`src/ldff_pkg.sv`:
```
// shared types, constants and the segment table of the led digit frame formatter
package ldff_pkg;

	// request and result field widths
	localparam int CMD_W      = 2;
	localparam int POS_W      = 3;
	localparam int VALUE_W    = 20;
	localparam int DCNT_W     = 3;
	localparam int DP_W       = 6;
	localparam int RAW_W      = 8;
	localparam int BYTE_W     = 8;
	localparam int DIGIT_W    = 4;

	// default digit count of the display
	localparam int MAX_DIGITS_DEF = 6;

	// job queue depth
	localparam int QUEUE_DEPTH = 2;

	// divide by ten through a reciprocal: q = (x * RECIP) >> RECIP_SHIFT
	localparam int RECIP_W     = 20;
	localparam logic [RECIP_W-1:0] RECIP = 20'hCCCCD;
	localparam int RECIP_SHIFT = 23;

	// controller bytes
	localparam logic [BYTE_W-1:0] ADDR_BASE  = 8'hC0;
	localparam logic [BYTE_W-1:0] DP_BIT     = 8'h80;
	localparam logic [BYTE_W-1:0] DATA_MODE  = 8'h40;
	localparam logic [BYTE_W-1:0] DISPLAY_ON = 8'h8F;
	localparam logic [DIGIT_W-1:0] DIGIT_EIGHT = 4'd8;

	typedef enum logic [CMD_W-1:0] {
		CMD_NUMBER = 2'd0,
		CMD_RAW    = 2'd1,
		CMD_INIT   = 2'd2,
		CMD_NONE   = 2'd3
	} cmd_t;

	// job fields that do not depend on the digit count
	typedef struct packed {
		cmd_t             cmd;
		logic [POS_W-1:0] pos;
		logic [DP_W-1:0]  dp;
		logic [RAW_W-1:0] raw;
	} job_hdr_t;

	// seven-segment pattern of one decimal digit
	function automatic logic [BYTE_W-1:0] seg_of(input logic [DIGIT_W-1:0] d);
		logic [BYTE_W-1:0] s;
		case (d)
			4'd0: s = 8'h3F;
			4'd1: s = 8'h06;
			4'd2: s = 8'h5B;
			4'd3: s = 8'h4F;
			4'd4: s = 8'h66;
			4'd5: s = 8'h6D;
			4'd6: s = 8'h7D;
			4'd7: s = 8'h07;
			4'd8: s = 8'h7F;
			4'd9: s = 8'h6F;
			default: s = 8'h00;
		endcase
		return s;
	endfunction

endpackage

```
`src/ldff_queue.sv`:
```
// short job queue between the front end and the byte sequencer
module ldff_queue import ldff_pkg::*; #(
	parameter int CNT_W  = 3,
	parameter int DIGS_W = 24,
	localparam int PTR_W = $clog2(QUEUE_DEPTH),
	localparam int FILL_W = $clog2(QUEUE_DEPTH + 1)
) (
	input  logic              clk,
	input  logic              arst_n,
	input  logic              push,
	input  job_hdr_t          push_hdr,
	input  logic [CNT_W-1:0]  push_cnt,
	input  logic [DIGS_W-1:0] push_digs,
	output logic              full,
	input  logic              pop,
	output logic              empty,
	output job_hdr_t          pop_hdr,
	output logic [CNT_W-1:0]  pop_cnt,
	output logic [DIGS_W-1:0] pop_digs
);

	job_hdr_t          hdr_q  [QUEUE_DEPTH];
	logic [CNT_W-1:0]  cnt_q  [QUEUE_DEPTH];
	logic [DIGS_W-1:0] digs_q [QUEUE_DEPTH];
	logic [PTR_W-1:0]  wr_ptr_q;
	logic [PTR_W-1:0]  rd_ptr_q;
	logic [FILL_W-1:0] fill_q;

	assign full  = (fill_q == FILL_W'(QUEUE_DEPTH));
	assign empty = (fill_q == '0);

	// pointers and fill level
	always_ff @(posedge clk or negedge arst_n) begin
		if (!arst_n) begin
			wr_ptr_q <= '0;
			rd_ptr_q <= '0;
			fill_q   <= '0;
		end else begin
			if (push) begin
				wr_ptr_q <= wr_ptr_q + PTR_W'(1);
			end
			if (pop) begin
				rd_ptr_q <= rd_ptr_q + PTR_W'(1);
			end
			if (push && !pop) begin
				fill_q <= fill_q + FILL_W'(1);
			end else if (pop && !push) begin
				fill_q <= fill_q - FILL_W'(1);
			end
		end
	end

	// entry storage
	always_ff @(posedge clk) begin
		if (push) begin
			hdr_q[wr_ptr_q]  <= push_hdr;
			cnt_q[wr_ptr_q]  <= push_cnt;
			digs_q[wr_ptr_q] <= push_digs;
		end
	end

	assign pop_hdr  = hdr_q[rd_ptr_q];
	assign pop_cnt  = cnt_q[rd_ptr_q];
	assign pop_digs = digs_q[rd_ptr_q];

endmodule

```
`config.mk`:
```
export PLATFORM = sky130hd
export DESIGN_NAME = ldff_queue
export DESIGN_NICKNAME = d
export VERILOG_FILES = /design/src/ldff_pkg.sv /design/src/ldff_queue.sv
export SDC_FILE = /design/constraint.sdc
export NUM_CORES = 1
export LEC_CHECK = 0
export BUFFER_PORTS_ARGS = -buffer_cell sky130_fd_sc_hd__buf_2
export CAP_MARGIN = 0
export CORE_MARGIN = 5
export CORE_UTILIZATION = 55
export DETAILED_ROUTE_END_ITERATION = 8
export PLACE_DENSITY = 0.83
export SLEW_MARGIN = 20
export SYNTH_ARGS = -nofsm -noshare
export SYNTH_HDL_FRONTEND = slang
export SYNTH_SLANG_ARGS = --single-unit
```
`constraint.sdc`:
```
create_clock -name clk -period 4.7 [get_ports clk]
set_input_delay 0 -clock clk [delete_from_list [all_inputs] [get_ports clk]]
set_output_delay 0 -clock clk [all_outputs]
set_load 0.01 [all_outputs]
```
* Yosys cells after proc, flatten, opt, wreduce, memory -nomap -nowiden
Memories as Yosys holds them, arrays and structs flattened. Index checks and enable logic that the tools add are counted.
Storage, ports and cells: bits in latches 0, register bits after elaboration 4, memory bits (read-only) 0, input port bits 50, memories 3, memory bits (writable) 92
Operators by class: equal/unequal tests 1, shift-type cells 0, $add $sub $neg 4, div/mod/pow operators 0, order comparisons 0, multiplexer cells 4, reductions and logical operators 6, multipliers 0, bitwise gates (word level) 0
Memories:
- digs_q | depth 2, width 24, rd ports 1, clocked after Yosys merged registers in 0, write ports 1, RTL line ldff_queue.sv:24 | logic [DIGS_W-1:0] digs_q [QUEUE_DEPTH];
- hdr_q | depth 2, width 19, rd ports 1, clocked after Yosys merged registers in 0, write ports 1, RTL line ldff_queue.sv:22 | job_hdr_t hdr_q [QUEUE_DEPTH];
- cnt_q | depth 2, width 3, rd ports 1, clocked after Yosys merged registers in 0, write ports 1, RTL line ldff_queue.sv:23 | logic [CNT_W-1:0] cnt_q [QUEUE_DEPTH];
Operators with widths (count):
- 2-bit two-way mux | 2
- 1-bit adder (second input constant) | 2
- 2-bit by 1-bit adder with 2-bit output (second input constant) | 1
- 2-bit == test (second input constant) | 1
- 1-bit logical AND | 2
- 1-bit zero test | 2
- 2-bit zero test | 1
- 1-bit two-way mux | 2
- 2-bit nonzero test | 1
- 2-bit by 1-bit subtractor with 2-bit output (second input constant) | 1

* Depth between registers and ports, before layout
Gate-level depths: netlist (run 1).
word-level depth 4, depth in mapped cells 5, depth with buffers taken out 5

* Worst setup path before layout (run 1)
OpenSTA, ideal clock, no wires.
path type flip-flop to flip-flop, from register wr_ptr_q, to memory cnt_q[0][0] (enable), arrival time 2.457 ns, cell stages (with the launch flop) 2, library setup time 0.455 ns, period minus slack after synthesis 2.912 ns, path slack 1.788 ns, cell sequence dfrtp_1 > nor2b_1
RTL lines:
- start, declared | RTL line ldff_queue.sv:25 | logic [PTR_W-1:0] wr_ptr_q;
- start signal, assigned | RTL line ldff_queue.sv:40 | wr_ptr_q <= wr_ptr_q + PTR_W'(1);
- end, declared | RTL line ldff_queue.sv:23
No word-level cell before the write port.

* Worst setup path in the final report (run 1)
from register rd_ptr_q, to output port pop_cnt[2]
On the way: word-level cells in the longest chain between the ends 1
Ends and longest elaborated chain:
- start, declared | RTL line ldff_queue.sv:26 | logic [PTR_W-1:0] rd_ptr_q;
- start signal, assigned | RTL line ldff_queue.sv:43 | rd_ptr_q <= rd_ptr_q + PTR_W'(1);
- memory read 2 x 3 bit
- end, declared | RTL line ldff_queue.sv:18 | output logic [CNT_W-1:0] pop_cnt,
Every way passes these cells.

==> impl_metrics.py, run 1 <==
metrics = {
    "die": {
        "io_pins": 98,
        "dieArea_um2": 8324,
        "core_area_um2": 6386,
        "chipHeight_um": 91.24,
        "initial_core_util_pct": 56.84,
        "die_w_um": 91.24,
        "rows": 29,
    },
    "grt": {
        "use_met2_pct": 30.53,
        "grt.overflow.total": 0,
        "grt_max_degree": 47,
        "grt_pass1_wl_mm": 11.45,
        "grt_util_all_layers_pct": 17.92,
        "grt_busiest_layer": "met2",
        "grt_pass1_vias": 2217,
        "grtUsageMet3_pct": 6.116,
        "antenna_found_initial": 0,
        "gr-usage-met1_pct": 21.44,
    },
    "routing": {
        "wire_per_inst_um": 17.79,
        "drt-initial-drc-count": 82,
        "ant_nets": 0,
        "first_pass_iters": 4,
        "vias": 1983,
        "routed_wl_mm": 7.044,
        "drc_errors": 0,
        "via_per_inst": 5.008,
    },
    "yosys": {
        "yosysSeqAreaShare_pct": 78.87,
        "synth_commonest_cells": "92 x edfxtp_1, 30 x mux2_4, 16 x mux2_2",
        "synth_area_leaders": "edfxtp_1 76%, mux2_4 12%, mux2_2 5.0%",
        "synthArstFlopShare_pct": 4.167,
        "syn_nets": 210,
        "yosys.area.top_type_share_pct": 76.11,
        "yosys.area.top_type": "edfxtp_1",
        "synth_edf_count": 92,
        "ys_warn_count": 0,
        "syn_area_um2": 3630,
        "syn_area_per_cell_um2": 22.83,
        "synth_most_common_cell": "edfxtp_1",
        "ys_types": 13,
        "synthCells": 159,
        "synthFlopType": "edfxtp_1",
        "ys_seq_elements": 96,
    },
    "worst_setup_path": {
        "path_buf_inv": 2,
        "reg2reg_from": "wr_ptr_q$_DFFE_PN0P_",
        "critPathTopFamily": "flip-flops",
        "cp_slowest_cell": "dfrtp_2",
        "arrival_ns": 2.16,
        "cp-startpoint": "rd_ptr_q$_DFFE_PN0P_",
        "crit_chain": "buf_4 -> mux2_2 -> buf_2",
        "worst-setup-path-type": "register to primary output",
        "crit_required_ns": 4.70,
        "crit_path_end_kind": "primary output",
        "start_kind": "register",
        "crit_path_max_incr_delay_ns": 0.75,
        "cp_max_fo": 26,
    },
    "timing": {
        "setup_viol": 0,
        "rsz0062_at_grt": "no",
        "finalHoldViolCount": 0,
        "max_slew_margin_pct": 57.98,
        "finClkSkew_ns": 0.005055,
        "finalSetupTns_ns": 0,
        "tightest_slew_ns": 0.6303,
        "slew_viol_final": 0,
        "post-route-period-util_pct": 45.95,
        "fmax_mhz": 463.0,
        "hold_ws_ns": 0.3679,
        "fin_crit_ns": 2.160,
    },
    "flow_run": {
        "maxCapViolCount": 0,
    },
    "finish": {
        "drive_above_1_share_pct": 50.78,
        "fill_cells": 361,
        "fin_util_pct": 76.33,
        "final_net_count": 365,
        "num_antenna_cells": 0,
        "fin_area_um2": 4875,
        "synthToLayoutAreaGrowth_pct": 34.30,
    },
    "place": {
        "portBuffers": 97,
        "dp_hpwl_mm": 4.089,
        "placed_area_um2": 4187,
        "routabilityCongestion": 0.6723,
    },
    "status": {
        "outcome": "complete, no violations",
    },
    "clock_tree": {
        "cts_inserted_buffers": 9,
        "cts.path.max_buffers": 2,
        "root_buffer": "clkbuf_8",
        "h-tree-depth": 3,
        "tritoncts": "done",
        "cts.sinks": 96,
        "cts_resized": 0,
        "post_cts_buffers": 0,
        "clk_latency_ns": 0.35,
        "clkSlewWorstSetupHoldPaths_ns": 0.08,
    },
    "pwr": {
        "clkPwrFrac_pct": 19.8,
        "p_per_area_nw_per_um2": 521.3,
        "p_total_w": 0.002541,
        "p_comb_share_pct": 31.7,
        "p_seq_share_pct": 48.5,
        "sw_frac_of_total_pct": 28.84,
        "ir_drop_uv": 337.1,
        "internal_power_w": 0.001808,
        "switching_power_w": 0.0007330,
        "leakage_nw": 1.962,
    },
    "min_path": {
        "hold_path.class": "primary input to register",
        "worstHoldStart": "push_digs[1]",
    },
}
[kinds of logic after synthesis]
family,synth area share [%]
simple gates,0.7240
fa+ha+maj,0.3447
xor+xnor,1.206
flops,78.87
buf+inv,1.482
mux,17.37
[metal layers]
metal  part of all wire (%)  wire (um)
met1                     39       2770
met2                     53       3743
met3                    6.3        447
met4                    1.2         82
met5                      0          0
[cell usage in the layout, fill, tap and decap left out]
cell type,count
bufinv_16,1
buf_4,2
clkbuf_8,9
and2_4,1
dfrtp_2,1
ha_1,1
dfrtp_1,3
buf_2,97
nor2_1,2
dlygate4sd3_1,50
clkinv_2,2
xor2_1,4
inv_1,1
clkinvlp_4,2
xnor2_1,1
mux2_2,16
clkinv_1,2
mux2_4,30
nor2b_1,1
edfxtp_1,92
nor2b_4,1
[path summary, 6_finish.rpt]
path,cells after the start,slack (ns),end
worst max register to register,2,3.02,hdr_q[0][17]$_DFFE_PP_
worst min register to register,1,0.51,fill_q[1]$_DFFE_PN0P_
min in group asynchronous,3,0.59,fill_q[0]$_DFFE_PN0P_
worst max-delay path,3,2.54,pop_cnt[2]
worst min-delay path,2,0.37,digs_q[1][1]$_DFFE_PP_
max in group asynchronous,3,3.92,rd_ptr_q$_DFFE_PN0P_
[per-stage QoR]
step | setup WS [ns] | std cells
detailed placement | 2.908 | 330
global placement | 2.931 | 330
CTS | 2.510 | 396
finish | 2.540 | 396
global route | 2.418 | 396
floorplan | 1.788 | 159
[final cells by class]
class / instances / area (um2) / share of cell area [%]
clock buffers: 9 / 123.9 / 2.541
clock inverters: 7 / 62.56 / 1.283
inverters: 1 / 3.754 / 0.07700
multi-input cells: 57 / 723.2 / 14.84
flip-flops and latches: 96 / 2864 / 58.75
well taps: 77 / 96.34 / 1.976
repair buffers: 149 / 1001 / 20.53
[power groups by stage]
stage	registers, W	clock network, W	logic, W
after global placement	0.00124	0	0.000770
after CTS	0.00123	0.000516	0.000811
after detailed placement	0.00125	0	0.000776
final	0.00123	0.000503	0.000806
after floorplan	0.00120	0	0.000583
after global routing	0.00125	0.000560	0.000868
[flip-flops by register name (all words and copies together) (netlist names)]
register  cells
cnt_q         6
digs_q       48
fill_q        2
hdr_q        38
rd_ptr_q      1
wr_ptr_q      1
[repair_timing]
action                                  4_1_cts  5_1_grt
hold buffers                                 50        0
hold endpoints to repair                     98        0
endpoints found under the setup margin        0        0
Note: power is estimated with default switching activity, not from simulation.
==> inputs of run 2 (changes only) <==
Settings changed: ABC_AREA from default to 1, CORE_UTILIZATION 55 to 52, PLACE_DENSITY 0.83 to 0.79.
Clock period 4.7 ns to 2.09 ns, I/O delays scaled along.
==> impl_metrics.py, run 2 <==
metrics = {
    "status": {
        "outcome": "complete, no violations",
    },
    "clock_tree": {
        "cts_inserted_buffers": 9,
        "clkSlewWorstSetupHoldPaths_ns": 0.09,
        "clk_latency_ns": 0.34,
        "cts.sinks": 96,
        "root_buffer": "clkbuf_8",
        "tritoncts": "done",
        "cts.path.max_buffers": 2,
        "h-tree-depth": 3,
        "cts_resized": 0,
    },
    "yosys": {
        "synth_commonest_cells": "92 x edfxtp_1, 30 x mux2_4, 16 x mux2_2",
        "syn_area_um2": 3650,
        "ys_warn_count": 0,
        "synthFlopType": "edfxtp_1",
        "synth_most_common_cell": "edfxtp_1",
        "synth_area_leaders": "edfxtp_1 76%, mux2_4 12%, mux2_2 4.9%",
        "yosys.area.top_type_share_pct": 75.69,
        "syn_nets": 219,
        "synth_edf_count": 92,
        "yosys.area.top_type": "edfxtp_1",
        "synthCells": 168,
        "synthArstFlopShare_pct": 4.167,
        "ys_seq_elements": 96,
        "yosysSeqAreaShare_pct": 78.44,
        "ys_types": 14,
        "syn_area_per_cell_um2": 21.72,
    },
    "timing": {
        "fmax_mhz": 580.6,
        "fin_crit_ns": 1.722,
        "setup_viol": 0,
        "rsz0062_at_grt": "no",
        "tightest_slew_ns": 0.4305,
        "finalHoldViolCount": 0,
        "worst_slack_ns": 0.3677,
        "max_slew_margin_pct": 71.26,
        "slew_viol_final": 0,
        "finClkSkew_ns": 0.006057,
        "post-route-period-util_pct": 82.41,
        "finalSetupTns_ns": 0,
    },
    "grt": {
        "grt_max_degree": 29,
        "grt_util_all_layers_pct": 17.16,
        "antenna_found_initial": 0,
        "grt.overflow.total": 0,
        "grt_pass1_vias": 2230,
        "grt_pass1_wl_mm": 11.19,
    },
    "place": {
        "portBuffers": 97,
        "dp_slack_ns": 0.6717,
        "routabilityCongestion": 0.6771,
        "dp_hpwl_mm": 4.398,
        "dpl.cell_count": 361,
    },
    "pwr": {
        "sw_frac_of_total_pct": 29.70,
        "p_seq_share_pct": 47.7,
        "p_comb_share_pct": 34.6,
        "leakage_nw": 2.003,
        "clkPwrFrac_pct": 17.8,
        "p_per_area_nw_per_um2": 1151,
        "switching_power_w": 0.001688,
        "ir_drop_uv": 783.9,
        "internal_power_w": 0.003997,
    },
    "die": {
        "io_pins": 98,
        "core_area_um2": 6794,
        "rows": 30,
        "die_w_um": 93.78,
        "initial_core_util_pct": 53.72,
        "dieArea_um2": 8794,
        "chipHeight_um": 93.78,
    },
    "finish": {
        "regMostFlops": "digs_q",
        "reg_top3": "digs_q: 48 flops, hdr_q: 38 flops, cnt_q: 6 flops",
        "synthToLayoutAreaGrowth_pct": 35.34,
        "final_net_count": 377,
        "final_common_cell": "buf_2",
        "final_cell_mix": "97 x buf_2, 92 x edfxtp_1, 50 x dlygate4sd3_1",
        "drive_above_1_share_pct": 50.15,
        "num_antenna_cells": 0,
        "final_cells": 427,
        "largest_reg_flops": 48,
        "fin_util_pct": 72.71,
    },
    "worst_setup_path": {
        "crit_path_end_kind": "primary output",
        "start_kind": "register",
        "crit_chain": "buf_4 -> mux2_2 -> buf_2",
        "cp_max_fo": 16,
        "worst-setup-path-type": "register to primary output",
        "critPathTopFamily": "flip-flops",
        "cp_slowest_cell": "dfrtp_2",
        "arrival_ns": 1.72,
        "crit_required_ns": 2.09,
        "path_buf_inv": 2,
        "crit_path_max_incr_delay_ns": 0.51,
    },
    "routing": {
        "vias": 1995,
        "via_per_inst": 4.672,
        "routed_wl_mm": 7.058,
        "first_pass_iters": 4,
        "wire_per_inst_um": 16.53,
        "ant_nets": 0,
        "drt-initial-drc-count": 54,
        "drc_errors": 0,
    },
    "flow_run": {
        "maxCapViolCount": 0,
    },
    "min_path": {
        "hold_path.class": "primary input to register",
    },
}
-- run 2: cell count changes in the layout (fill, tap and decap cells not counted), sizes merged, moves of 2 or more --
cell   delta
buf       +3
inv       +6
nand2     +5
nor2b     -2
xor2      -2
-- run 2: routing by layer --
metal | track usage, % | part of all wire, % | up-vias
li1 | - | - | 958
met1 | 19.59 | 38 | 970
met2 | 31.11 | 56 | 60
met3 | 4.407 | 5.2 | 7
met4 | 5.776 | 0.89 | 0
met5 | 0 | 0 | -
-- run 2: path summary, 6_finish.rpt --
check,from,to,slack (ns),cells past startpoint
setup / recovery,rd_ptr_q$_DFFE_PN0P_,pop_digs[19],0.37,3
hold / removal,push_digs[18],digs_q[1][18]$_DFFE_PP_,0.37,2
setup reg to reg,wr_ptr_q$_DFFE_PN0P_,hdr_q[1][4]$_DFFE_PP_,0.68,3
hold reg to reg,fill_q[1]$_DFFE_PN0P_,fill_q[1]$_DFFE_PN0P_,0.55,2
max in group asynchronous,arst_n,rd_ptr_q$_DFFE_PN0P_,1.32,3
min in group asynchronous,arst_n,fill_q[1]$_DFFE_PN0P_,0.58,3
-- run 2: final cells by class --
cell class	instances	area (um2)
Sequential cell	96	2864
Tap cell	96	120.1
Timing Repair Buffer	152	1049
Inverter	7	26.28
Multi-Input combinational cell	60	718.2
Clock buffer	9	123.9
Fill cell	418	1854
Clock inverter	7	38.79
-- run 2: worst register-to-register path: cells and delay by family (launching register included) --
kind | cells | cell delay, ns
buffers and inverters | 2 | 0.59
AND/OR/NAND/NOR | 1 | 0.08
flip-flops | 1 | 0.43
-- run 2: power groups by stage --
stage	logic, W	registers [W]	clock network, W
after floorplan	0.00132	0.00269	0
after global placement	0.00189	0.00273	0
after detailed placement	0.00190	0.00275	0
after CTS	0.00198	0.00271	0.00103
after global routing	0.00211	0.00275	0.00113
final	0.00197	0.00271	0.00101
-- run 2: logic make-up (layout without fill, tap and decap cells) --
group | count (synthesis) | count (layout) | share of synthesized area [%]
XOR/XNOR | 3 | 3 | 0.7200
adder cells (fa/ha/maj) | 1 | 1 | 0.3428
buffers and inverters | 12 | 175 | 2.091
flip-flops | 96 | 96 | 78.44
multiplexers | 46 | 46 | 17.28
AND/OR/NAND/NOR | 10 | 10 | 1.131
-- run 2: timing repair --
action | 4_1_cts | 5_1_grt
buffers inserted | 0 | 0
setup endpoints to repair | 0 | 0
hold endpoints to repair | 98 | 0
hold buffers | 50 | 0
-- run 2: through the flow --
| step | power, W | hold WS (ns) | area, um2 |
|---|---|---|---|
| floorplan | 0.004009 | -0.2956 | 3652 |
| global placement | 0.004616 | -0.1851 | 4277 |
| detailed placement | 0.004656 | -0.1837 | 4277 |
| CTS | 0.005720 | 0.3535 | 4940 |
| global route | 0.005987 | 0.3587 | 4940 |
| finish | 0.005685 | 0.3711 | 4940 |
