### src/ldff_pkg.sv
// shared types, constants and the segment table of the led digit frame formatter
package ldff_pkg;

	// request and result field widths
	localparam int CMD_W      = 2;
	localparam int POS_W      = 3;
	localparam int VALUE_W    = 20;
	localparam int DCNT_W     = 3;
	localparam int DP_W       = 6;
	localparam int RAW_W      = 8;
	localparam int BYTE_W     = 8;
	localparam int DIGIT_W    = 4;

	// default digit count of the display
	localparam int MAX_DIGITS_DEF = 6;

	// job queue depth
	localparam int QUEUE_DEPTH = 2;

	// divide by ten through a reciprocal: q = (x * RECIP) >> RECIP_SHIFT
	localparam int RECIP_W     = 20;
	localparam logic [RECIP_W-1:0] RECIP = 20'hCCCCD;
	localparam int RECIP_SHIFT = 23;

	// controller bytes
	localparam logic [BYTE_W-1:0] ADDR_BASE  = 8'hC0;
	localparam logic [BYTE_W-1:0] DP_BIT     = 8'h80;
	localparam logic [BYTE_W-1:0] DATA_MODE  = 8'h40;
	localparam logic [BYTE_W-1:0] DISPLAY_ON = 8'h8F;
	localparam logic [DIGIT_W-1:0] DIGIT_EIGHT = 4'd8;

	typedef enum logic [CMD_W-1:0] {
		CMD_NUMBER = 2'd0,
		CMD_RAW    = 2'd1,
		CMD_INIT   = 2'd2,
		CMD_NONE   = 2'd3
	} cmd_t;

	// job fields that do not depend on the digit count
	typedef struct packed {
		cmd_t             cmd;
		logic [POS_W-1:0] pos;
		logic [DP_W-1:0]  dp;
		logic [RAW_W-1:0] raw;
	} job_hdr_t;

	// seven-segment pattern of one decimal digit
	function automatic logic [BYTE_W-1:0] seg_of(input logic [DIGIT_W-1:0] d);
		logic [BYTE_W-1:0] s;
		case (d)
			4'd0: s = 8'h3F;
			4'd1: s = 8'h06;
			4'd2: s = 8'h5B;
			4'd3: s = 8'h4F;
			4'd4: s = 8'h66;
			4'd5: s = 8'h6D;
			4'd6: s = 8'h7D;
			4'd7: s = 8'h07;
			4'd8: s = 8'h7F;
			4'd9: s = 8'h6F;
			default: s = 8'h00;
		endcase
		return s;
	endfunction

endpackage

### src/ldff_byte_if.sv
// result channel: valid, ready and one frame byte with its markers
interface ldff_byte_if import ldff_pkg::*; ();
	logic              valid;
	logic              ready;
	logic [BYTE_W-1:0] data_byte;
	logic              frame_start;
	logic              frame_end;
	logic              last;

	modport source (
		output valid, data_byte, frame_start, frame_end, last,
		input  ready
	);
	modport sink (
		input  valid, data_byte, frame_start, frame_end, last,
		output ready
	);
endinterface

### src/ldff_back.sv
// back end: walks one job and emits its frame bytes through an output register
module ldff_back import ldff_pkg::*; #(
	parameter int MAX_DIGITS = MAX_DIGITS_DEF,
	localparam int CNT_W  = $clog2(MAX_DIGITS + 1),
	localparam int DIGS_W = MAX_DIGITS * DIGIT_W,
	localparam int IDX_W  = $clog2(MAX_DIGITS + 3)
) (
	input  logic              clk,
	input  logic              arst_n,
	input  logic              empty,
	output logic              pop,
	input  job_hdr_t          pop_hdr,
	input  logic [CNT_W-1:0]  pop_cnt,
	input  logic [DIGS_W-1:0] pop_digs,
	ldff_byte_if.source       rsp
);

	logic              busy_q;
	logic [IDX_W-1:0]  idx_q;
	job_hdr_t          hdr_q;
	logic [CNT_W-1:0]  cnt_q;
	logic [DIGS_W-1:0] digs_q;
	logic [DP_W-1:0]   dp_q;
	logic              out_valid_q;
	logic [BYTE_W-1:0] out_byte_q;
	logic              out_fs_q;
	logic              out_fe_q;
	logic              out_last_q;

	logic              advance;
	logic [BYTE_W-1:0] nxt_byte;
	logic              nxt_fs;
	logic              nxt_fe;
	logic              nxt_last;
	logic [BYTE_W-1:0] addr_byte;

	// a byte moves on when the output register is free or being drained
	assign advance   = busy_q && (!out_valid_q || rsp.ready);
	assign pop       = !empty && (!busy_q || (advance && nxt_last));
	assign addr_byte = ADDR_BASE | BYTE_W'(hdr_q.pos);

	// byte selection by command and position in the request
	always_comb begin
		nxt_byte = '0;
		nxt_fs   = 1'b0;
		nxt_fe   = 1'b0;
		nxt_last = 1'b0;
		case (hdr_q.cmd)
			CMD_NUMBER: begin
				if (idx_q == '0) begin
					nxt_byte = addr_byte;
					nxt_fs   = 1'b1;
				end else begin
					nxt_byte = seg_of(digs_q[DIGIT_W-1:0]) | (dp_q[0] ? DP_BIT : '0);
					nxt_fe   = (idx_q == IDX_W'(cnt_q));
					nxt_last = nxt_fe;
				end
			end
			CMD_RAW: begin
				if (idx_q == '0) begin
					nxt_byte = addr_byte;
					nxt_fs   = 1'b1;
				end else begin
					nxt_byte = hdr_q.raw | (hdr_q.dp[0] ? DP_BIT : '0);
					nxt_fe   = 1'b1;
					nxt_last = 1'b1;
				end
			end
			CMD_INIT: begin
				if (idx_q == '0) begin
					nxt_byte = DATA_MODE;
					nxt_fs   = 1'b1;
					nxt_fe   = 1'b1;
				end else if (idx_q == IDX_W'(1)) begin
					nxt_byte = ADDR_BASE;
					nxt_fs   = 1'b1;
				end else if (idx_q == IDX_W'(MAX_DIGITS + 2)) begin
					nxt_byte = DISPLAY_ON;
					nxt_fs   = 1'b1;
					nxt_fe   = 1'b1;
					nxt_last = 1'b1;
				end else begin
					nxt_byte = seg_of(DIGIT_EIGHT);
					nxt_fe   = (idx_q == IDX_W'(MAX_DIGITS + 1));
				end
			end
			default: begin
				nxt_last = 1'b1;
			end
		endcase
	end

	// sequencer and output register control; a new job wins over the step of the old one
	always_ff @(posedge clk or negedge arst_n) begin
		if (!arst_n) begin
			busy_q      <= 1'b0;
			idx_q       <= '0;
			out_valid_q <= 1'b0;
		end else begin
			if (pop) begin
				busy_q <= 1'b1;
				idx_q  <= '0;
			end else if (advance) begin
				idx_q <= idx_q + IDX_W'(1);
				if (nxt_last) begin
					busy_q <= 1'b0;
				end
			end
			if (advance) begin
				out_valid_q <= 1'b1;
			end else if (rsp.ready) begin
				out_valid_q <= 1'b0;
			end
		end
	end

	// job payload and output byte
	always_ff @(posedge clk) begin
		if (pop) begin
			hdr_q  <= pop_hdr;
			cnt_q  <= pop_cnt;
			digs_q <= pop_digs;
			dp_q   <= pop_hdr.dp;
		end else if (advance && (idx_q != '0)) begin
			digs_q <= digs_q >> DIGIT_W;
			dp_q   <= dp_q >> 1;
		end
		if (advance) begin
			out_byte_q <= nxt_byte;
			out_fs_q   <= nxt_fs;
			out_fe_q   <= nxt_fe;
			out_last_q <= nxt_last;
		end
	end

	assign rsp.valid       = out_valid_q;
	assign rsp.data_byte   = out_byte_q;
	assign rsp.frame_start = out_fs_q;
	assign rsp.frame_end   = out_fe_q;
	assign rsp.last        = out_last_q;

endmodule

### src/flat_wrapper.sv
// flat-port wrapper written by rule: the top's interface ports become plain ports
module ldff_back_flat import ldff_pkg::*;
#(
	parameter int MAX_DIGITS = MAX_DIGITS_DEF,
	localparam int CNT_W  = $clog2(MAX_DIGITS + 1),
	localparam int DIGS_W = MAX_DIGITS * DIGIT_W,
	localparam int IDX_W  = $clog2(MAX_DIGITS + 3)
)
  (clk, arst_n, empty, pop, pop_hdr, pop_cnt, pop_digs, rsp_valid, rsp_data_byte, rsp_frame_start, rsp_frame_end, rsp_last, rsp_ready);
  ldff_byte_if rsp_i ();
  input  logic clk;
  input  logic arst_n;
  input  logic empty;
  output logic pop;
  input  job_hdr_t pop_hdr;
  input  logic [CNT_W-1:0] pop_cnt;
  input  logic [DIGS_W-1:0] pop_digs;
  output wire logic [$bits(rsp_i.valid)-1:0] rsp_valid;
  output wire logic [$bits(rsp_i.data_byte)-1:0] rsp_data_byte;
  output wire logic [$bits(rsp_i.frame_start)-1:0] rsp_frame_start;
  output wire logic [$bits(rsp_i.frame_end)-1:0] rsp_frame_end;
  output wire logic [$bits(rsp_i.last)-1:0] rsp_last;
  input wire logic [$bits(rsp_i.ready)-1:0] rsp_ready;
  assign rsp_valid = rsp_i.valid;
  assign rsp_data_byte = rsp_i.data_byte;
  assign rsp_frame_start = rsp_i.frame_start;
  assign rsp_frame_end = rsp_i.frame_end;
  assign rsp_last = rsp_i.last;
  assign rsp_i.ready = rsp_ready;
  ldff_back #(.MAX_DIGITS(MAX_DIGITS)) u_core (.clk(clk), .arst_n(arst_n), .empty(empty), .pop(pop), .pop_hdr(pop_hdr), .pop_cnt(pop_cnt), .pop_digs(pop_digs), .rsp(rsp_i));
endmodule
### config.mk
export PLATFORM = sky130hd
export DESIGN_NAME = ldff_back_flat
export DESIGN_NICKNAME = d
export VERILOG_FILES = /design/src/ldff_pkg.sv /design/src/ldff_byte_if.sv /design/src/ldff_back.sv /design/src/flat_wrapper.sv
export SDC_FILE = /design/constraint.sdc
export NUM_CORES = 1
export LEC_CHECK = 0
export BUFFER_PORTS_ARGS = -buffer_cell sky130_fd_sc_hd__buf_2
export CORE_ASPECT_RATIO = 1.25
export CORE_MARGIN = 5
export CORE_UTILIZATION = 40
export DETAILED_ROUTE_END_ITERATION = 7
export PLACE_DENSITY = 0.59
export SLEW_MARGIN = 20
export SYNTH_ARGS = -nofsm -noshare
export SYNTH_HDL_FRONTEND = slang
export SYNTH_SLANG_ARGS = --single-unit
### constraint.sdc
create_clock -name clk -period 5.2 [get_ports clk]
set_input_delay 1.04 -clock clk [delete_from_list [all_inputs] [get_ports clk]]
set_output_delay 1.04 -clock clk [all_outputs]
set_load 0.05 [all_outputs]
After elaboration in Yosys (flattened, before gate mapping)
Memory sizes are Yosys's and may differ from the RTL's. A register that Yosys moved wholly into a read port is not among the register bits.
Index checks and enable logic that the tools add are counted.
{ "totals": {"regBits": 64, "memories": 1, "rom_bits": 112} }
{ "memory_table": {"columns": ["name", "depth", "width", "rd", "rd_ports_with_merged_regs", "wr", "line_no", "rtl"], "rows": [
  ["(no name shown)", 16, 7, 1, 1, 0, "ldff_pkg.sv:50", "case (d)"]
]} }
{ "op_classes": {"add_sub_neg": 1, "muxes": 36, "eq_ne": 6, "bitwise": 2, "n_reduce_logical": 18} }
{ "ops": {"columns": ["op", "count"], "rows": [
  ["2-to-1 mux 8 bit", 9],
  ["2-to-1 mux 24 bit", 2],
  ["case mux 8 bit (3 select lines)", 1],
  ["2-to-1 mux 1 bit", 16],
  ["OR 8 bit", 2],
  ["2-to-1 mux 4 bit", 3],
  ["2-to-1 mux 6 bit", 2],
  ["nonzero test 2 bit", 4],
  ["case mux 1 bit (3 select lines)", 2],
  ["adder 4 x 1 -> 4 bit, second input constant", 1],
  ["== test 4 x 1 -> 1 bit, second input constant", 1],
  ["== test 4 x 3 -> 1 bit", 1],
  ["== test 4 x 3 -> 1 bit, second input constant", 1],
  ["== test 4 bit, second input constant", 1],
  ["logical AND 1 bit", 4],
  ["zero test 4 bit", 1],
  ["nonzero test 4 bit", 1],
  ["zero test 1 bit", 3],
  ["== test 2 x 1 -> 1 bit, second input constant", 1],
  ["== test 2 bit, second input constant", 1],
  ["zero test 2 bit", 1],
  ["logical OR 1 bit", 2],
  ["case mux 1 bit (2 select lines)", 1],
  ["AND reduction 2 bit", 1],
  ["OR reduction 2 bit", 1]
]} }

Longest topological paths before layout
Gate-level depths: netlist of the first run.
{ "depth": {"ltp_word": 10, "depth_mapped": 14, "ltp_nobuf": 13} }

Least setup slack after synthesis of the first run
OpenSTA, ideal clock, no wires.
{ "synth_path": {"path_type": "in2out", "startpoint": "input port rsp_ready", "endpoint": "output port pop", "path_buffers": 1, "setup_slack_ns": 1.937, "required_time_ns": 4.160, "path_stages": 5, "arrival_time_ns": 2.223, "path_cell_list": "nor2b_1 > a21oi_1 > nand2_4 > inv_2 > buf_2"} }
{ "synth_between": {"elab_chain_len": 5} }
{ "synth_lines": {"columns": ["item", "line_no", "rtl"], "rows": [
  ["start: declaration", "flat_wrapper.sv:23", "input wire logic [$bits(rsp_i.ready)-1:0] rsp_ready;"],
  ["logical OR 1 bit", "ldff_back.sv:38", "assign advance = busy_q && (!out_valid_q || rsp.ready);"],
  ["logical AND 1 bit", "ldff_back.sv:38", null],
  ["logical AND 1 bit", "ldff_back.sv:39", "assign pop = !empty && (!busy_q || (advance && nxt_last));"],
  ["logical OR 1 bit", "ldff_back.sv:39", null],
  ["logical AND 1 bit", "ldff_back.sv:39", null],
  ["end: declaration", "flat_wrapper.sv:14", "output logic pop;"]
]} }
Every way passes these cells.

Worst setup path in the final report of the first run
{ "layout_path": {"startpoint": "register u_core.idx_q[0]", "endpoint": "output port pop"} }
{ "layout_between": {"elab_chain_len": 8} }
{ "layout_lines": {"columns": ["item", "line_no", "rtl"], "rows": [
  ["start: declaration", "ldff_back.sv:19", "logic [IDX_W-1:0] idx_q;"],
  ["start signal: assignment", "ldff_back.sv:104", "idx_q <= idx_q + IDX_W'(1);"],
  ["== test 4 bit", "ldff_back.sv:77", "end else if (idx_q == IDX_W'(MAX_DIGITS + 2)) begin"],
  ["2-to-1 mux 1 bit", "ldff_back.sv:77", null],
  ["2-to-1 mux 1 bit", "ldff_back.sv:74", "end else if (idx_q == IDX_W'(1)) begin"],
  ["2-to-1 mux 1 bit", "ldff_back.sv:70", "if (idx_q == '0) begin"],
  ["case mux 1 bit (3 select lines) *", "ldff_back.sv:48", "case (hdr_q.cmd)"],
  ["logical AND 1 bit *", "ldff_back.sv:39", null],
  ["logical OR 1 bit *", "ldff_back.sv:39", null],
  ["logical AND 1 bit *", "ldff_back.sv:39", null]
]} }
Mark *: on every way between the ends. The rest lies on a longest branch, timed or not.

==> results of run 1 <==
[layer usage]
| layer | track usage | wire, µm | vias to the layer above |
|---|---|---|---|
| met4 | 0.0704 | 157 | 0 |
| met1 | 0.166 | 3050 | 1117 |
| li1 | - | - | 1201 |
| met5 | 0 | 0 | - |
| met3 | 0.0315 | 386 | 15 |
| met2 | 0.231 | 3320 | 83 |
[sequential cells by signal (all words and copies together), names as in the netlist, named ones only]
register	count
u_core.addr_byte	3
u_core.cnt_q	3
u_core.busy_q	1
u_core.rsp.data_byte	8
u_core.digs_q	24
u_core.rsp.frame_start	1
u_core.dp_q	6
u_core.rsp.last	1
u_core.idx_q	4
u_core.hdr_q	11
u_core.rsp.valid	1
u_core.rsp.frame_end	1
[cell families after synthesis]
logic type               share of synthesized area
AO/OA/AOI/OAI                                0.109
buffers and inverters                       0.0260
flip-flops                                   0.603
adder cells (fa/ha/maj)                     0.0334
AND/OR/NAND/NOR                              0.170
multiplexers                                0.0372
XOR/XNOR                                    0.0208
[cells in the mapped netlist, types with 6 or more instances]
cell	n	area [µm²]
a21oi_1	15	75.1
clkbuf_1	6	22.5
dfrtp_1	6	150
dfxtp_1	7	140
edfxtp_1	58	1740
ha_1	9	113
inv_1	8	30.0
mux2i_1	11	110
nand2_1	82	308
nor2_1	20	75.1
o21ai_0	10	50.1
o22ai_1	7	43.8
xnor2_1	7	61.3
[through the flow]
stage                     utilization  instances  hold WS, ns  instance area [µm²]  setup WS, ns
after global placement          0.456        453        0.495                 3760          1.72
after detailed placement        0.457        453        0.505                 3760          1.56
after CTS                       0.480        469        0.498                 3950          1.31
final                           0.480        469        0.514                 3950          1.34
after floorplan                     -        303        0.491                 3370          1.94
after global routing            0.480        469        0.508                 3950          1.13
[how the worst max path moves through the flow]
stage,start,to,slack [ns],depth (start not counted)
after floorplan,rsp_ready,pop,1.94,5
after global placement,rsp_ready,pop,1.72,6
after detailed placement,rsp_ready,pop,1.56,6
after CTS,u_core.idx_q[0],pop,1.31,8
after global routing,u_core.idx_q[1],pop,1.13,8
final,u_core.idx_q[0],pop,1.34,8
[worst register-to-register path, delay by kind of cell (launching register included)]
kind | cells | cell delay, ns
AO/OA/AOI/OAI | 4 | 0.84
buffers and inverters | 1 | 0.09
adder cells (fa/ha/maj) | 2 | 0.51
AND/OR/NAND/NOR | 6 | 1.38
flip-flops | 1 | 0.46
[power groups by stage]
stage	sequential, µW	clock [µW]	combinational (µW)
4_1_cts	1030	441	957
5_1_grt	1050	467	1050
3_5_place_dp	1040	0	952
6_report	1030	429	944
2_1_floorplan	1120	0	648
3_3_place_gp	1030	0	940
[area by class of cell]
| class | instances | area (µm²) | area share |
|---|---|---|---|
| tap | 97 | 121 | 0.0307 |
| sequential | 71 | 2030 | 0.514 |
| timing repair buffer | 64 | 325 | 0.0823 |
| clock buffer | 10 | 128 | 0.0323 |
| multi-input combinational | 212 | 1250 | 0.316 |
| inverter | 9 | 33.8 | 0.00855 |
| clock inverter | 6 | 62.6 | 0.0158 |
==> out/qor.yml, run 1 <==
critical_path:
  r2r_cells: 13
  path_buf_inv: 3
  r2r_slack_ns: 1.85
  cp_top_family: "simple AND/OR/NAND/NOR gates"
  crit_fanout: 34
  slowest_delay_ns: 0.58
  crit_type: "flip-flop to primary output"
  crit_path_start_kind: "flip-flop"
  cp.arrival_ns: 2.82
  crit_chain: "inv_1 > ha_1 > nor3b_2 > nor2_1 > a21bo_4 > nand2_4 > inv_2 > buf_2"
  reg2reg_from: "u_core.idx_q[0]"
  required_ns: 4.16
  endpoint_kind: "primary output"
  critPathSlowestCell: "nor3b_2"
status:
  status: "finished, final reports clean"
synthesis:
  synth-edff-count: 58
  synthesis.nets: 362
  synth_cells: 303
  syn_area_per_cell_um2: 11.1
  ys_seq_area_frac: 0.603
  ys_seq_elements: 71
  synth_ff_type: "edfxtp_1"
  ys_async_sr_fraction: 0.0845
  yosysWarnings: 0
  yosys.cell_types.count: 55
  synth_area_mm2: 0.00337
timing:
  tns_ns: 0
  drv_slew: 0
  max_slew_margin: 0.502
  final_hold_viol_count: 0
  layout_min_cycle_time_ns: 3.86
  fin_crit_sh: 0.742
  worst_pin_slew_ns: 0.747
  finalSetupViolations: 0
  clock.fmax_ghz: 0.259
  rsz0062_at_grt: "false"
  finalClockSkew_ns: 0.0125
clock_tree:
  cts_buffer_depth: 2
  numCtsBuffers: 9
  cts-resized-gates: 0
  cts_sinks: 71
  clkTransAtPathRegs_ns: 0.07
  hold_buffers: 0
  ctsHtreeMaxLevel: 3
  cts_setup_buffers: 0
  root_buffer: "clkbuf_8"
  worstSkewPairLatency_ns: 0.34
  tritoncts: "built"
power:
  swShare: 0.383
  combPwrFrac: 0.393
  p_seq_frac: 0.428
  p_switching_uw: 918
  p_leak_uw: 0.00173
  peakVddDrop_mv: 0.238
  p_int_uw: 1480
  power_uw: 2400
  pwr-share-clk: 0.179
  p_per_area_mw_per_mm2: 607
floorplanning:
  io_pins: 63
  row_count: 37
  dieArea_mm2: 0.0104
  initial_core_util: 0.409
  die_x_um: 92.1
  die_h_um: 113
  core_mm2: 0.00824
final_layout:
  n_antenna_cell: 0
  final_cell_mix: "82 x nand2_1, 62 x buf_2, 58 x edfxtp_1"
  area_growth_pct: 17.4
  drive_gt1_frac: 0.250
  mostFrequentLayoutCell: "nand2_1"
  nets: 426
  fillers: 817
place:
  hpwl_um: 4920
  gp_congestion: 0.816
  io_buffer_count: 62
job:
  drv_cap: 0
global_route:
  grt_use_total: 0.138
  antenna_found_initial: 0
  grt_pass1_vias: 2377
  grt_pass1_wl_um: 11300
  gr-total-overflow: 0
  grt_max_degree: 49
detailed_routing:
  avgRoutedWirePerCell_um: 14.7
  final_antenna_net_count: 0
  post-route-drc-count: 0
  via_per_inst: 5.15
  drt_iter0_markers: 99
  wirelength_um: 6910
  dr_total_vias: 2416
  dr.pass1.iters: 4
hold_path:
  hp-class: "primary input to asynchronous set/reset pin"
Power figures use the tool's default switching activity.
==> run 2: changes to the inputs <==
Settings changed: ABC_AREA from default to 1, PLACE_DENSITY 0.59 to 0.61.
Clock period 5.2 ns to 3.54 ns, I/O delays scaled along.
==> out/qor.yml, run 2 <==
status:
  status: "finished, final reports clean"  # unchanged
detailed_routing:
  dr_total_vias: 2336  # was 2416
  dr_wl_met2_um: 3240  # was 3320 µm
  via_per_inst: 4.72  # was 5.15
  drt_iter0_markers: 57  # was 99
  dr.pass1.iters: 4  # unchanged
  avgRoutedWirePerCell_um: 12.9  # was 14.7 µm
  drt-met1-wl_um: 2620  # was 3050 µm
  post-route-drc-count: 0  # unchanged
  wirelength_um: 6410  # was 6910 µm
  dr.max_layer_used: "met4"  # unchanged
  final_antenna_net_count: 0  # unchanged
  wl_met3_um: 395  # was 386 µm
clock_tree:
  tritoncts: "built"  # unchanged
  ctsHtreeMaxLevel: 3  # unchanged
  cts_sinks: 71  # unchanged
  worstSkewPairLatency_ns: 0.34  # about the same
  clkTransAtPathRegs_ns: 0.08  # was 0.07 ns
  cts_buffer_depth: 2  # unchanged
  root_buffer: "clkbuf_8"  # unchanged
  cts-resized-gates: 0  # unchanged
  numCtsBuffers: 9  # unchanged
  cts_setup_buffers: 0  # unchanged
  hold_buffers: 0  # unchanged
floorplanning:
  initial_core_util: 0.407  # was 0.409
  core_mm2: 0.00815  # was 0.00824 mm²
  die_h_um: 112  # was 113 µm
  die_x_um: 91.4  # was 92.1 µm
  row_count: 37  # unchanged
  dieArea_mm2: 0.0102  # was 0.0104 mm²
  io_pins: 63  # unchanged
timing:
  clock.fmax_ghz: 0.320
  drv_slew: 0  # unchanged
  finalClockSkew_ns: 0.00355  # was 0.0125 ns
  max_slew_margin: 0.734  # was 0.502
  fin_crit_sh: 0.883
  worst_pin_slew_ns: 0.394  # was 0.747 ns
  final_hold_viol_count: 0  # unchanged
  rsz0062_at_grt: "false"  # unchanged
  finalSetupViolations: 0  # unchanged
  tns_ns: 0  # unchanged
  layout_min_cycle_time_ns: 3.12
critical_path:
  required_ns: 2.83  # was 4.16 ns
  crit_path_start_kind: "flip-flop"  # unchanged
  critPathSlowestCell: "dfrtp_1"  # was nor3b_2
  cp_top_family: "simple AND/OR/NAND/NOR gates"  # unchanged
  crit_chain: "inv_1 > ha_1 > nand2_2 > nor2_4 > nor2_4 > nor2_2 > nand2_2 > nand2_2 > nand2_4 > nand2_8 > inv_4 > buf_2"  # was inv_1 > ha_1 > nor3b_2 > nor2_1 > a21bo_4 > nand2_4 > inv_2 > buf_2
  crit_fanout: 14  # was 34
  endpoint_kind: "primary output"  # unchanged
  path_buf_inv: 3  # unchanged
  cp.arrival_ns: 2.42  # was 2.82 ns
  slowest_delay_ns: 0.45  # was 0.58 ns
  crit_type: "flip-flop to primary output"  # unchanged
  cpMostUsedCell: "nand2_2"
synthesis:
  yosysWarnings: 0  # unchanged
  yosysTopAreaCell: "edfxtp_1"  # unchanged
  yosys-top-cells-count: "127 x nand2_1, 58 x edfxtp_1, 22 x inv_1, 18 x nor2_1, 17 x nand3_1"  # was 82 x nand2_1, 58 x edfxtp_1, 20 x nor2_1, 15 x a21oi_1, 11 x mux2i_1
  synthesis.nets: 383  # was 362
  syn_area_per_cell_um2: 10.2  # was 11.1 µm²
  ys_async_sr_fraction: 0.0845  # unchanged
  synth_cells: 324  # was 303
  synth_ff_type: "edfxtp_1"  # unchanged
  synth-edff-count: 58  # unchanged
  synth_top_area_share: 0.525  # was 0.517
  synth_area_mm2: 0.00332  # was 0.00337 mm²
  ys_seq_area_frac: 0.613  # was 0.603
  yosys.cell_types.count: 35  # was 55
  netlist_top_cells_area: "edfxtp_1 53%, nand2_1 14%, dfrtp_1 4.5%, dfxtp_1 4.2%, ha_1 3.4%"  # was edfxtp_1 52%, nand2_1 9.1%, dfrtp_1 4.5%, dfxtp_1 4.2%, ha_1 3.3%
  synth_most_common_cell: "nand2_1"  # unchanged
  ys_seq_elements: 71  # unchanged
global_route:
  grt_use_total: 0.134  # was 0.138
  antenna_found_initial: 0  # unchanged
  grt_max_degree: 38  # was 49
  grt_pass1_wl_um: 11000  # was 11300 µm
  grt_pass1_vias: 2401  # was 2377
  gr-total-overflow: 0  # unchanged
final_layout:
  drive_gt1_frac: 0.274  # was 0.250
  seq_area_mm2: 0.00203  # unchanged
  largest_reg_flops: 24  # unchanged
  multiInputGateArea_mm2: 0.00114  # was 0.00125 mm²
  final_cell_mix: "127 x nand2_1, 62 x buf_2, 58 x edfxtp_1"  # was 82 x nand2_1, 62 x buf_2, 58 x edfxtp_1
  nets: 452  # was 426
  stdcell_count: 495  # was 469
  n_antenna_cell: 0  # unchanged
  area_growth_pct: 20.6  # was 17.4%
  mostFrequentLayoutCell: "nand2_1"  # unchanged
  largest-register: "u_core.digs_q"  # unchanged
  fillers: 778  # was 817
place:
  dp_cells: 479  # was 453
  gp_congestion: 0.816  # about the same
  hpwl_um: 4560  # was 4920 µm
  io_buffer_count: 62  # unchanged
hold_path:
  hp-class: "primary input to asynchronous set/reset pin"  # unchanged
power:
  peakVddDrop_mv: 0.482  # was 0.238 mV
  power_uw: 4000  # was 2400 µW
  p_per_area_mw_per_mm2: 1000  # was 607 mW/mm²
  p_leak_uw: 0.00184  # was 0.00173 µW
job:
  drv_cap: 0  # unchanged
-- run 2: layout make-up --
class	instances	share of cell area
flip-flops and latches	71	0.508
inverters	27	0.0266
clock buffers	9	0.0310
multi-input cells	219	0.285
repair buffers	65	0.0833
clock inverters	7	0.0360
well taps	97	0.0304
-- run 2: path summary, 6_finish.rpt --
path	from	to	slack, ns	cells after the start
min	arst_n	u_core.rsp.valid	0.17	1
min in group clk	u_core.rsp.valid	u_core.rsp.valid	0.50	2
max reg2reg	u_core.idx_q[0]	flip-flop	0.58	20
max	u_core.idx_q[0]	pop	0.42	12
min reg2reg	u_core.rsp.valid	u_core.rsp.valid	0.50	2
max in group asynchronous	arst_n	u_core.idx_q[2]	3.22	1
-- run 2: report_power, final --
part | switching (µW) | internal [µW]
Clock | 312 | 541
Sequential | 124 | 1400
Combinational | 1140 | 482
Total | 1580 | 2420
-- run 2: stage by stage --
| step | instance area [µm²] | util | hold slack [ns] | setup slack (ns) |
|---|---|---|---|---|
| 2_1_floorplan | 3320 | - | 0.412 | 0.706 |
| 3_3_place_gp | 3730 | 0.458 | 0.483 | 0.682 |
| 3_5_place_dp | 3730 | 0.458 | 0.482 | 0.591 |
| 4_1_cts | 4000 | 0.491 | 0.160 | 0.377 |
| 5_1_grt | 4000 | 0.491 | 0.167 | 0.209 |
| 6_report | 4000 | 0.491 | 0.173 | 0.415 |
-- run 2: cells by family after synthesis --
family	after synthesis	share of synthesized area
XOR/XNOR	2	0.00528
AND/OR/NAND/NOR	194	0.276
AO/OA/AOI/OAI	14	0.0279
flip-flops	71	0.613
adder cells (fa/ha/maj)	9	0.0340
buffers and inverters	34	0.0441
-- run 2: routing by layer --
layer / vias to the layer above / global-route usage
met5: - / 0
met4: 0 / 0.0616
met3: 14 / 0.0405
met2: 55 / 0.230
met1: 1066 / 0.152
li1: 1201 / -
==> run 3: changes to the inputs <==
Settings changed: ABC_AREA 1 to default.
==> out/qor.yml, run 3 (synthesis gave the netlist of run 1 again) <==
final_layout:
  multiInputGateArea_mm2: 0.00125  # was 0.00114 mm²
  seq_area_mm2: 0.00203  # unchanged
  fillers: 780  # was 778
  nets: 430  # was 452
  largest_reg_flops: 24  # unchanged
  final_cell_mix: "82 x nand2_1, 62 x buf_2, 58 x edfxtp_1"  # was 127 x nand2_1, 62 x buf_2, 58 x edfxtp_1
  largest-register: "u_core.digs_q"  # unchanged
  final_cell_area_mm2: 0.00401  # was 0.00400 mm²
  drive_gt1_frac: 0.258  # was 0.274
  n_antenna_cell: 0  # unchanged
  postLayoutCoreUtil: 0.487  # was 0.491
  mostFrequentLayoutCell: "nand2_1"  # unchanged
  area_growth_pct: 19.2  # was 20.6%
floorplanning:
  initial_core_util: 0.409  # was 0.407
  io_pins: 63  # unchanged
  core_mm2: 0.00824  # was 0.00815 mm²
  die_x_um: 92.1  # was 91.4 µm
  die_h_um: 113  # was 112 µm
  row_count: 37  # unchanged
  dieArea_mm2: 0.0104  # was 0.0102 mm²
clock_tree:
  numCtsBuffers: 9  # unchanged
  ctsHtreeMaxLevel: 3  # unchanged
  hold_buffers: 0  # unchanged
  cts_sinks: 71  # unchanged
  root_buffer: "clkbuf_8"  # unchanged
  cts_buffer_depth: 2  # unchanged
  tritoncts: "built"  # unchanged
  cts_setup_buffers: 0  # unchanged
  worstSkewPairLatency_ns: 0.36  # was 0.34 ns
  cts-resized-gates: 0  # unchanged
  clkTransAtPathRegs_ns: 0.07  # was 0.08 ns
detailed_routing:
  final_antenna_net_count: 0  # unchanged
  dr.pass1.iters: 4  # unchanged
  drt_iter0_markers: 117  # was 57
  avgRoutedWirePerCell_um: 14.7  # was 12.9 µm
  dr.max_layer_used: "met4"  # unchanged
  wirelength_um: 6970  # was 6410 µm
  dr_wl_met2_um: 3510  # was 3240 µm
  post-route-drc-count: 0  # unchanged
  via_per_inst: 5.08  # was 4.72
  wl_met3_um: 427  # was 395 µm
  drt-met1-wl_um: 2880  # was 2620 µm
  dr_total_vias: 2403  # was 2336
timing:
  rsz0062_at_grt: "false"  # unchanged
  final_hold_viol_count: 0  # unchanged
  finalSetupViolations: 0  # unchanged
  clock.fmax_ghz: 0.327  # was 0.320 GHz
  drv_slew: 0  # unchanged
  finalClockSkew_ns: 0.0114  # was 0.00355 ns
  tns_ns: 0  # unchanged
  layout_setup_ws_ns: 0.485  # was 0.415 ns
  hold_slack_ns: 0.168  # was 0.173 ns
  max_slew_margin: 0.423  # was 0.734
  layout_min_cycle_time_ns: 3.05  # was 3.12 ns
  fin_crit_sh: 0.863  # was 0.883
  worst_pin_slew_ns: 0.855  # was 0.394 ns
global_route:
  grt_pass1_vias: 2454  # was 2401
  grt_max_degree: 49  # was 38
  grt_pass1_wl_um: 11600  # was 11000 µm
  grt_use_total: 0.143  # was 0.134
  antenna_found_initial: 0  # unchanged
  gr-total-overflow: 0  # unchanged
critical_path:
  crit_fanout: 13  # was 14
  r2r_cells: 12  # was 20
  crit_path_start_kind: "flip-flop"  # unchanged
  crit_chain: "inv_1 > ha_1 > nor3b_2 > nor2_1 > a21bo_4 > nand2_4 > inv_2 > buf_2"  # was inv_1 > ha_1 > nand2_2 > nor2_4 > nor2_4 > nor2_2 > nand2_2 > nand2_2 > nand2_4 > nand2_8 > inv_4 > buf_2
  r2r_slack_ns: 0.61  # was 0.58 ns
  crit_type: "flip-flop to primary output"  # unchanged
  cp.arrival_ns: 2.35  # was 2.42 ns
  required_ns: 2.83  # about the same
  endpoint_kind: "primary output"  # unchanged
  path_buf_inv: 3  # unchanged
  slowest_delay_ns: 0.46  # was 0.45 ns
  cp_top_family: "simple AND/OR/NAND/NOR gates"  # unchanged
  critPathSlowestCell: "dfrtp_1"  # unchanged
  reg2reg_from: "u_core.idx_q[0]"  # unchanged
place:
  hpwl_um: 4970  # was 4560 µm
  gp_congestion: 0.874  # was 0.816
  pre_cts_slack_ns: 0.634  # was 0.591 ns
  io_buffer_count: 62  # unchanged
  place_area_mm2: 0.00379  # was 0.00373 mm²
power:
  p_int_uw: 2270  # was 2420 µW
  p_per_area_mw_per_mm2: 909  # was 1000 mW/mm²
  p_switching_uw: 1370  # was 1580 µW
  p_leak_uw: 0.00176  # was 0.00184 µW
  combPwrFrac: 0.391  # was 0.406
  p_seq_frac: 0.412  # was 0.381
  pwr-share-clk: 0.197  # was 0.214
  swShare: 0.377  # was 0.394
  peakVddDrop_mv: 0.327  # was 0.482 mV
job:
  drv_cap: 0  # unchanged
hold_path:
  hp-class: "primary input to asynchronous set/reset pin"  # unchanged
status:
  status: "finished, final reports clean"  # unchanged
run 3: power groups by stage:
stage | sequential [µW] | combinational, µW | clock, µW
2_1_floorplan | 1650 | 951 | 0
3_3_place_gp | 1510 | 1410 | 0
3_5_place_dp | 1530 | 1440 | 0
4_1_cts | 1510 | 1440 | 735
5_1_grt | 1540 | 1600 | 766
6_report | 1500 | 1430 | 719
run 3: layer usage:
layer,global-route usage,vias to the layer above
li1,-,1214
met1,0.166,1103
met2,0.242,72
met3,0.0375,14
met4,0.0714,0
met5,0,-
run 3: worst max-delay path by stage:
stage	cells past startpoint	from	slack (ns)	end
2_1_floorplan	8	u_core.idx_q[0]	0.81	pop
3_3_place_gp	12	u_core.idx_q[0]	0.74	flip-flop
3_5_place_dp	12	u_core.idx_q[0]	0.63	flip-flop
4_1_cts	8	u_core.idx_q[0]	0.47	pop
5_1_grt	8	u_core.idx_q[0]	0.31	pop
6_report	8	u_core.idx_q[0]	0.49	pop
run 3: final cells by class:
type                       count  share of cell area
sequential                    71               0.506
tap                           97              0.0302
multi-input combinational    212               0.311
clock buffer                  10              0.0318
timing repair buffer          68              0.0885
inverter                       9             0.00842
clock inverter                 6              0.0234
run 3: metrics by stage:
| step | power (µW) | instances |
|---|---|---|
| CTS | 3690 | 473 |
| global route | 3900 | 473 |
| detailed placement | 2960 | 457 |
| global placement | 2930 | 457 |
| finish | 3650 | 473 |
| floorplan | 2600 | 303 |
